## config.mk

```make
export PLATFORM = sky130hd
export DESIGN_NAME = file_extent_bump_allocator
export DESIGN_NICKNAME = d
export VERILOG_FILES = /design/src/design/feba_pkg.sv /design/src/design/feba_slot_ram.sv /design/src/design/file_extent_bump_allocator.sv
export SDC_FILE = /design/constraint.sdc
export NUM_CORES = 2
export LEC_CHECK = 0
export BUFFER_PORTS_ARGS = -buffer_cell sky130_fd_sc_hd__buf_2
export CAP_MARGIN = 20
export CORE_ASPECT_RATIO = 0.75
export CORE_UTILIZATION = 56
export DETAILED_ROUTE_END_ITERATION = 16
export GPL_ROUTABILITY_DRIVEN = 0
export GPL_TIMING_DRIVEN = 0
export PLACE_DENSITY_LB_ADDON = 0.2
export SETUP_SLACK_MARGIN = 0.5
export SLEW_MARGIN = 5
export SYNTH_ARGS = -nofsm -noshare
export SYNTH_HDL_FRONTEND = slang
export SYNTH_SLANG_ARGS = --single-unit
```

## constraint.sdc

```tcl
create_clock -name clk -period 8.9 [get_ports clk]
set_clock_uncertainty 0.1 [all_clocks]
set_input_delay 1.335 -clock clk [delete_from_list [all_inputs] [get_ports clk]]
set_output_delay 1.335 -clock clk [all_outputs]
set_load 0.02 [all_outputs]
```

## src/design/feba_pkg.sv

```systemverilog
// ----------------------------------------------------------------------------
// feba_pkg
// Shared types and constants for the file extent bump allocator: command
// codes, controller states and the layout of one slot table entry.
// ----------------------------------------------------------------------------
package feba_pkg;

  localparam int LEN_W = 21;          // byte offsets, lengths and the mark
  localparam int SUM_W = LEN_W + 1;   // sums formed without wrap
  localparam int KEY_W = 32;

  typedef enum logic [1:0] {
    CMD_CREATE   = 2'd0,
    CMD_DELETE   = 2'd1,
    CMD_WRITE    = 2'd2,
    CMD_TRUNCATE = 2'd3
  } cmd_t;

  typedef enum logic [1:0] {
    ST_IDLE,
    ST_SCAN,
    ST_EXEC
  } state_t;

  typedef struct packed {
    logic [KEY_W-1:0] key;
    logic [LEN_W-1:0] offset;
    logic [LEN_W-1:0] length;
  } slot_entry_t;

endpackage

```

## src/design/feba_slot_ram.sv

```systemverilog
// ----------------------------------------------------------------------------
// feba_slot_ram
// Slot table storage: one write port, one read port, registered read data.
// ----------------------------------------------------------------------------
module feba_slot_ram
  import feba_pkg::*;
#(
  parameter int DEPTH = 16,
  parameter int AW    = 4
) (
  input  logic        clk,
  input  logic        rd_en,
  input  logic [AW-1:0] rd_addr,
  output slot_entry_t rd_data,
  input  logic        wr_en,
  input  logic [AW-1:0] wr_addr,
  input  slot_entry_t wr_data
);

  slot_entry_t mem [DEPTH];

  always_ff @(posedge clk) begin
    if (wr_en) begin
      mem[wr_addr] <= wr_data;
    end
  end

  // Hold read data when no read is issued.
  always_ff @(posedge clk) begin
    if (rd_en) begin
      rd_data <= mem[rd_addr];
    end
  end

endmodule

```

## src/design/file_extent_bump_allocator.sv

```systemverilog
// ----------------------------------------------------------------------------
// file_extent_bump_allocator
// Each command scans the slot table one entry per cycle until it resolves on
// a slot or, on a miss, has compared all FILE_SLOTS entries; a new command
// transfers in only once the previous one has executed, and execute waits
// while an earlier result is unaccepted.
// Reset (rst, synchronous): all slots free, mark and live count zero,
// capacity 1048576. Table RAM contents are not cleared; no clearing pass.
// ----------------------------------------------------------------------------
//
// Keeps a table of file slots (key, offset, length) over a linear store and a
// bump mark giving the first free byte. Each command scans the slot table for
// a key match (delete, write, truncate) or for the first free slot (create),
// then applies the update in the execute state and loads the result register.
// The result register lets the next command transfer in while a result still
// waits on the output side.
module file_extent_bump_allocator
  import feba_pkg::*;
#(
  parameter int FILE_SLOTS = 16
) (
  input  logic             clk,
  input  logic             rst,
  // configuration: store capacity
  input  logic             cfg_valid,
  output logic             cfg_ready,
  input  logic [LEN_W-1:0] cfg_data,
  // command channel
  input  logic             in_valid,
  output logic             in_ready,
  input  logic [1:0]       command,
  input  logic [KEY_W-1:0] file_key,
  input  logic [LEN_W-1:0] size_req,
  // result channel
  output logic             out_valid,
  input  logic             out_ready,
  output logic             ok,
  output logic [LEN_W-1:0] extent_offset,
  output logic [LEN_W-1:0] extent_length,
  output logic [LEN_W-1:0] used_bytes
);

  localparam int IDX_W = (FILE_SLOTS > 1) ? $clog2(FILE_SLOTS) : 1;
  localparam int CNT_W = $clog2(FILE_SLOTS + 1);
  localparam logic [CNT_W-1:0] SLOT_COUNT = CNT_W'(FILE_SLOTS);
  localparam logic [LEN_W-1:0] CAP_RESET  = LEN_W'(1048576);

  // --------------------------------------------------------------------------
  // State
  // --------------------------------------------------------------------------
  state_t state, state_next;

  logic [LEN_W-1:0]      store_capacity;
  logic [LEN_W-1:0]      used_mark;
  logic [CNT_W-1:0]      live_count;
  logic [FILE_SLOTS-1:0] slot_valid;

  // latched command
  cmd_t             cmd_q;
  logic [KEY_W-1:0] key_q;
  logic [LEN_W-1:0] req_q;

  // scan pipeline: issue stage (scan_idx) and compare stage (cmp_*)
  logic [CNT_W-1:0] scan_idx;
  logic             cmp_pend;
  logic [IDX_W-1:0] cmp_idx;
  logic             cmp_valid;

  // scan outcome
  logic             hit_found;
  logic [IDX_W-1:0] hit_idx;
  slot_entry_t      hit_entry;

  // table RAM ports
  logic        rd_en;
  slot_entry_t rd_data;
  logic        wr_en;
  slot_entry_t wr_data;

  logic hit_now;
  logic out_free;
  logic exec_fire;

  feba_slot_ram #(
    .DEPTH (FILE_SLOTS),
    .AW    (IDX_W)
  ) u_slot_ram (
    .clk     (clk),
    .rd_en   (rd_en),
    .rd_addr (scan_idx[IDX_W-1:0]),
    .rd_data (rd_data),
    .wr_en   (wr_en),
    .wr_addr (hit_idx),
    .wr_data (wr_data)
  );

  // Create looks for a free slot; every other command for a live key match.
  assign hit_now = cmp_pend &&
                   ((cmd_q == CMD_CREATE) ? !cmp_valid
                                          : (cmp_valid && rd_data.key == key_q));

  // Result register can take a new value this cycle.
  assign out_free = !out_valid || out_ready;

  // The user is to write capacity only while idle; the block does not enforce it.
  assign cfg_ready = 1'b1;

  // --------------------------------------------------------------------------
  // Controller
  // --------------------------------------------------------------------------
  always_comb begin
    state_next = state;
    case (state)
      ST_IDLE: begin
        if (in_valid) begin
          state_next = ST_SCAN;
        end
      end
      ST_SCAN: begin
        // Once every slot is issued the last compare is in flight now.
        if (hit_now || scan_idx == SLOT_COUNT) begin
          state_next = ST_EXEC;
        end
      end
      ST_EXEC: begin
        if (out_free) begin
          state_next = ST_IDLE;
        end
      end
      default: begin
        state_next = ST_IDLE;
      end
    endcase
  end

  always_comb begin
    in_ready  = 1'b0;
    rd_en     = 1'b0;
    exec_fire = 1'b0;
    case (state)
      ST_IDLE: begin
        in_ready = 1'b1;
      end
      ST_SCAN: begin
        rd_en = (scan_idx != SLOT_COUNT) && !hit_now;
      end
      ST_EXEC: begin
        exec_fire = out_free;
      end
      default: begin
        in_ready = 1'b0;
      end
    endcase
  end

  always_ff @(posedge clk) begin
    if (rst) begin
      state <= ST_IDLE;
    end else begin
      state <= state_next;
    end
  end

  // --------------------------------------------------------------------------
  // Scan: issue one slot read per cycle, compare the previous one
  // --------------------------------------------------------------------------
  always_ff @(posedge clk) begin
    if (rst) begin
      cmp_pend  <= 1'b0;
      hit_found <= 1'b0;
    end else if (in_valid && in_ready) begin
      cmp_pend  <= 1'b0;
      hit_found <= 1'b0;
    end else if (state == ST_SCAN) begin
      cmp_pend <= rd_en;
      if (hit_now) begin
        hit_found <= 1'b1;
      end
    end
  end

  always_ff @(posedge clk) begin
    if (in_valid && in_ready) begin
      cmd_q    <= cmd_t'(command);
      key_q    <= file_key;
      req_q    <= size_req;
      scan_idx <= '0;
    end else if (state == ST_SCAN) begin
      if (rd_en) begin
        scan_idx <= scan_idx + CNT_W'(1);
      end
      cmp_idx   <= scan_idx[IDX_W-1:0];
      cmp_valid <= slot_valid[scan_idx[IDX_W-1:0]];
      if (hit_now) begin
        hit_idx   <= cmp_idx;
        hit_entry <= rd_data;
      end
    end
  end

  // --------------------------------------------------------------------------
  // Execute: decide the command and form the new mark and table entry
  // --------------------------------------------------------------------------
  logic [SUM_W-1:0] create_end;
  logic [SUM_W-1:0] grow_end;
  logic [SUM_W-1:0] file_end;
  logic [SUM_W-1:0] cap_ext;
  logic             is_last;
  logic             res_ok;
  logic [LEN_W-1:0] res_off;
  logic [LEN_W-1:0] res_len;
  logic [LEN_W-1:0] mark_next;
  logic [CNT_W-1:0] live_next;
  logic             tbl_write;
  logic             valid_set;
  logic             valid_clr;

  always_comb begin
    create_end = SUM_W'(used_mark) + SUM_W'(req_q);
    grow_end   = SUM_W'(hit_entry.offset) + SUM_W'(req_q);
    file_end   = SUM_W'(hit_entry.offset) + SUM_W'(hit_entry.length);
    cap_ext    = SUM_W'(store_capacity);
    is_last    = (file_end == SUM_W'(used_mark));

    res_ok    = 1'b0;
    res_off   = '0;
    res_len   = '0;
    mark_next = used_mark;
    live_next = live_count;
    tbl_write = 1'b0;
    valid_set = 1'b0;
    valid_clr = 1'b0;
    wr_data   = '{key: key_q, offset: used_mark, length: req_q};

    case (cmd_q)
      CMD_CREATE: begin
        if (hit_found && live_count < SLOT_COUNT && create_end <= cap_ext) begin
          res_ok    = 1'b1;
          res_off   = used_mark;
          res_len   = req_q;
          mark_next = create_end[LEN_W-1:0];
          live_next = live_count + CNT_W'(1);
          tbl_write = 1'b1;
          valid_set = 1'b1;
        end
      end
      CMD_DELETE: begin
        if (hit_found) begin
          res_ok    = 1'b1;
          res_off   = hit_entry.offset;
          valid_clr = 1'b1;
          if (live_count != '0) begin
            live_next = live_count - CNT_W'(1);
          end
          // Pull the mark back when the file was last.
          if (is_last) begin
            mark_next = hit_entry.offset;
          end
        end
      end
      CMD_WRITE, CMD_TRUNCATE: begin
        wr_data = '{key: hit_entry.key, offset: hit_entry.offset, length: req_q};
        if (hit_found) begin
          if (req_q <= hit_entry.length) begin
            // Shrink in place; only truncate of the last file lowers the mark.
            res_ok    = 1'b1;
            res_off   = hit_entry.offset;
            res_len   = req_q;
            tbl_write = 1'b1;
            if (cmd_q == CMD_TRUNCATE && is_last) begin
              mark_next = grow_end[LEN_W-1:0];
            end
          end else if (is_last && grow_end <= cap_ext) begin
            // Grow only the last file, within capacity.
            res_ok    = 1'b1;
            res_off   = hit_entry.offset;
            res_len   = req_q;
            tbl_write = 1'b1;
            mark_next = grow_end[LEN_W-1:0];
          end
        end
      end
      default: begin
        res_ok = 1'b0;
      end
    endcase
  end

  assign wr_en = exec_fire && tbl_write;

  always_ff @(posedge clk) begin
    if (rst) begin
      out_valid      <= 1'b0;
      used_mark      <= '0;
      live_count     <= '0;
      slot_valid     <= '0;
      store_capacity <= CAP_RESET;
    end else begin
      if (cfg_valid && cfg_ready) begin
        store_capacity <= cfg_data;
      end
      if (exec_fire) begin
        out_valid  <= 1'b1;
        used_mark  <= mark_next;
        live_count <= live_next;
        if (valid_set) begin
          slot_valid[hit_idx] <= 1'b1;
        end
        if (valid_clr) begin
          slot_valid[hit_idx] <= 1'b0;
        end
      end else if (out_valid && out_ready) begin
        out_valid <= 1'b0;
      end
    end
  end

  // Result payload: load on execute, hold while stalled.
  always_ff @(posedge clk) begin
    if (exec_fire) begin
      ok            <= res_ok;
      extent_offset <= res_off;
      extent_length <= res_len;
      used_bytes    <= mark_next;
    end
  end

  // --------------------------------------------------------------------------
  // Assertions
  // --------------------------------------------------------------------------
  a_live_matches_valid: assert property (@(posedge clk) disable iff (rst)
    32'($countones(slot_valid)) == 32'(live_count))
    else $error("live count disagrees with slot valid bits");

  a_fail_zero_extent: assert property (@(posedge clk) disable iff (rst)
    out_valid && !ok |-> extent_offset == '0 && extent_length == '0)
    else $error("failed command reports a nonzero extent");

  a_exec_loads_result: assert property (@(posedge clk) disable iff (rst)
    exec_fire |=> out_valid && state == ST_IDLE)
    else $error("execute did not load the result register");

  a_no_accept_while_busy: assert property (@(posedge clk) disable iff (rst)
    state != ST_IDLE |-> !in_ready)
    else $error("input ready while a command is in progress");

endmodule
```

==> impl_results.rst <==
.. list-table::
   :header-rows: 1

   * - Metric
     - Value
   * - Placement row count
     - 105
   * - Post-synth EDFFs
     - 1460
   * - Count of yosys warnings during synthesis
     - 0
   * - Upper clock frequency limit
     - about 0.12 GHz
   * - Routing usage on met2
     - a little under half
   * - Async S/R FF share, synth
     - 0%
   * - Post-Route WL
     - between 150 and 200 mm
   * - Number of antenna violations at the first check in global routing
     - 3
   * - Vias per std cell
     - between 6 and 7
   * - GR Util met1
     - 43.1%
   * - Compound-cell area share of the yosys netlist
     - 4.24%
   * - WL/cell
     - 33.1 um
   * - Finished Core Util
     - roughly two thirds
   * - Die X
     - 388 um
   * - Via count of the first global-routing pass
     - between 30000 and 40000
   * - Number of cells on the critical path
     - 25
   * - Worst hold path type
     - reg2reg
   * - Internal power
     - approximately 13000 uW
   * - Sequential standard cell area
     - about 45000 sq um
   * - Share of the clock period used by the worst path after layout
     - roughly 93%
   * - Estimated wirelength of the detail-placed design
     - 109 mm
   * - Mean area per synthesized cell
     - a little under 20 sq um
   * - Synth Area in XOR/XNOR
     - approximately 1.4%
   * - Share of total power in sequential cells
     - 49.4%
   * - Die Outline Area
     - 113000 sq um
   * - Sequential-to-total area share from yosys stat
     - 72.4%
   * - Hold-critical path depth
     - 0
   * - Required time at the worst-slack endpoint
     - just over 9 ns
   * - GR Overflow Total
     - 0
   * - Buffer levels on the longest clock path
     - 3
   * - Slew headroom
     - roughly 18%
   * - Vias post-DR
     - 34400
   * - Startpoint class of the critical path
     - flip-flop
   * - Most crowded layer after global routing
     - met2
   * - Total area of multi-input combinational cells
     - between 15000 and 20000 sq um
   * - Num Clock Sinks
     - 1533
   * - Cells taking the most area after synthesis
     - edfxtp_1 70%, mux4_2 13%, ha_1 2.6%, dfxtp_1 2.3%, xnor2_1 0.90%
   * - # hold bufs at CTS
     - 0
   * - Cell family contributing the most delay on the critical path
     - compound AO/OA/AOI/OAI gates
   * - Combinational share of power
     - 14.0%
   * - Pwr Total
     - 16500 uW
   * - Minimum clock period
     - 8.27 ns
   * - Data arrival at the endpoint of the critical path
     - 8.59 ns
   * - Top fanout value on the critical path
     - 34
   * - Clock latency reported for the late side of the worst-skew pair
     - 0.77 ns
   * - Effective utilization at floorplan
     - 56.8%
   * - Layout overhead on the synthesized area
     - 13.9%
   * - Count of cells along the worst register-to-register path
     - 25
   * - Worst setup path category
     - reg2reg
   * - Crit-path max cell delay
     - 0.86 ns
   * - Post-CTS setup repair buffer count
     - 0
   * - Largest family of logic cells by synthesized area
     - multiplexers
   * - Fillers
     - roughly 7300
   * - Port Buf Inserts
     - 144
   * - Cell area power density
     - 232 nW/um^2
   * - Area share of and/or/nand/nor cells after synthesis
     - 2.91%
   * - Worst-path cell with the longest stage delay
     - edfxtp_1
   * - Post-DRT Antenna Nets
     - 0
   * - Cell accounting for the most synthesized area
     - edfxtp_1
   * - Final Slew Violations
     - 0
   * - Maximum vdd drop
     - 0.000192 V
   * - Post-synthesis instance area
     - 62600 sq um
   * - Clock tree from TritonCTS
     - yes
   * - Fraction of the mapped netlist area in adder cells
     - 2.75%
   * - Violation count after the first detailed-route iteration
     - 4979
   * - Worst slack at placement
     - ~0.7 ns
   * - Area share of the leading cell type in the synthesized netlist
     - 70.1%
   * - Clock slew at the register clock pins of the worst setup and hold paths
     - about 0.06 ns
   * - Final Hold Fails
     - 0
   * - Portion of netlist area occupied by mux cells
     - between 10 and 15%
   * - CTS buffer count
     - 142
   * - Setup repair after global routing missed its margin
     - yes
   * - Tightest Pin Transition
     - between 1 and 1.5 ns
   * - Final worst setup slack
     - ~0.63 ns
   * - #FFs+latches synth
     - 1533
   * - Max-capacitance violation count
     - 0
   * - Final routed DRC violation total
     - 0
   * - TritonRoute pass-1 iters
     - 10
   * - Switching portion of total power
     - 23.7%
   * - Switching power summed over all nets
     - a little under 4000 uW
   * - Number of distinct library cells after synthesis
     - 77
   * - Area of the placeable core
     - between 100000 and 150000 sq um
   * - Most frequent cell on the critical path
     - a21oi_1
   * - Clk pwr share
     - between 30% and 40%
   * - Wire length of the first global-routing pass
     - 239 mm
   * - Number of placed I/O pins
     - between 100 and 150
   * - Total leakage power
     - approximately 0.024 uW
   * - Clk root buf
     - clkbuf_16
   * - Global routing met3 resource utilization
     - 6.23%
   * - Crit path capture type
     - flip-flop
   * - Number of nets in the finished design
     - 3791
   * - Number of endpoints failing setup at the final stage
     - 0
   * - Result of the run
     - completed
   * - Worst path bufs/invs
     - 5
   * - Largest net degree at the start of global routing
     - 42
   * - Post-synth net total
     - about 3400
   * - Gr usage total
     - 30.1%
   * - Chip height
     - a little under 300 um
   * - Number of H-tree branching levels
     - 4
   * - Fraction of final layout cells sized beyond drive strength 1
     - between 20 and 25%
   * - Gate count of the mapped netlist
     - 3203
   * - Most common flop cell mapped by yosys
     - edfxtp_1
placed cells by master (no fill, tap or decap), types with 26 or more instances in the layout:
master	instances
a211oi_1	26
a21o_1	54
a21oi_1	103
a22o_1	40
and2_1	27
buf_1	29
buf_2	154
buf_8	36
clkbuf_1	124
clkbuf_16	147
clkinv_1	32
dfxtp_1	73
edfxtp_1	1460
ha_1	131
inv_1	91
mux2_2	49
mux2i_1	29
mux4_2	375
nand2_1	71
nand3_1	27
nand4_1	27
nor2_1	103
o21ai_0	51
xnor2_1	64
xor2_1	36
power by group through the flow:
stage          combinational (uW)  clock [uW]  sequential (uW)
2_1_floorplan                1490           0             8270
3_3_place_gp                 2100           0             8320
3_5_place_dp                 2230           0             8310
4_1_cts                      2250        6100             8160
5_1_grt                      2430        6380             8160
6_report                     2310        6050             8160
metal layers:
layer | vias up | wire (um)
li1 | 13900 | -
met4 | 8 | 7090
met5 | - | 51
met3 | 418 | 18300
met1 | 17800 | 66500
met2 | 2276 | 77700
cell families (layout without fill, tap and decap cells):
group                    after synthesis  in the layout
multiplexers                         453            453
other                                  1              3
adder cells (fa/ha/maj)              135            135
AND/OR/NAND/NOR                      363            367
XOR/XNOR                             101            101
buffers and inverters                227            704
AO/OA/AOI/OAI                        390            390
flip-flops                          1533           1533
synth_stat cells, types with 36 or more instances:
cell      instances
a21o_1           54
a21oi_1         103
a22o_1           40
and2_1           41
clkbuf_1         96
dfxtp_1          73
edfxtp_1       1460
ha_1            131
inv_1            91
mux2_2           49
mux4_2          375
nand2_1          71
nor2_1          103
o21ai_0          54
xnor2_1          64
xor2_1           36
area by class of cell:
type	instances	area share, %
clock inverter	73	1.04
clock buffer	180	5.37
tap	1444	2.54
timing repair buffer	224	3.10
buffer	136	0.764
antenna	2	0.00702
inverter	91	0.479
multi-input combinational	1447	23.1
sequential	1533	63.6
flip-flops by register name, summed over array words and instances, names as in the netlist:
name,count
scan_idx,5
extent_offset,21
state,2
slot_valid,16
u_slot_ram.rd_data,74
req_q,21
key_q,32
cmd_q,2
extent_length,21
hit_entry,74
u_slot_ram.mem,1184
ok,1
hit_found,1
cmp_idx,4
used_bytes,21
store_capacity,21
cmp_pend,1
hit_idx,4
used_mark,21
cmp_valid,1
out_valid,1
live_count,5
path summary, 6_finish.rpt:
kind	slack, ns	endpoint	start
worst min register to register	0.32	hit_entry[21]	u_slot_ram.rd_data[21]
worst min-delay path	0.32	hit_entry[21]	u_slot_ram.rd_data[21]
worst max register to register	0.63	u_slot_ram.mem[6][46]	req_q[1]
worst max-delay path	0.63	u_slot_ram.mem[6][46]	req_q[1]
repair_timing:
item	CTS	global route
setup endpoints to repair	0	373
resized for setup	0	5
endpoints found under the hold margin	0	0
stage by stage:
stage           TNS, ns  instance area [sq um]  hold slack (ns)  std cells
5_1_grt               0                  71200            0.328       5128
6_report              0                  71200            0.319       5130
3_3_place_gp   -2594.18                  65100            0.304       4791
3_5_place_dp          0                  66400            0.305       4852
4_1_cts               0                  70900            0.318       5105
2_1_floorplan         0                  62600            0.300       3203
(Power assumes the default switching activity.)
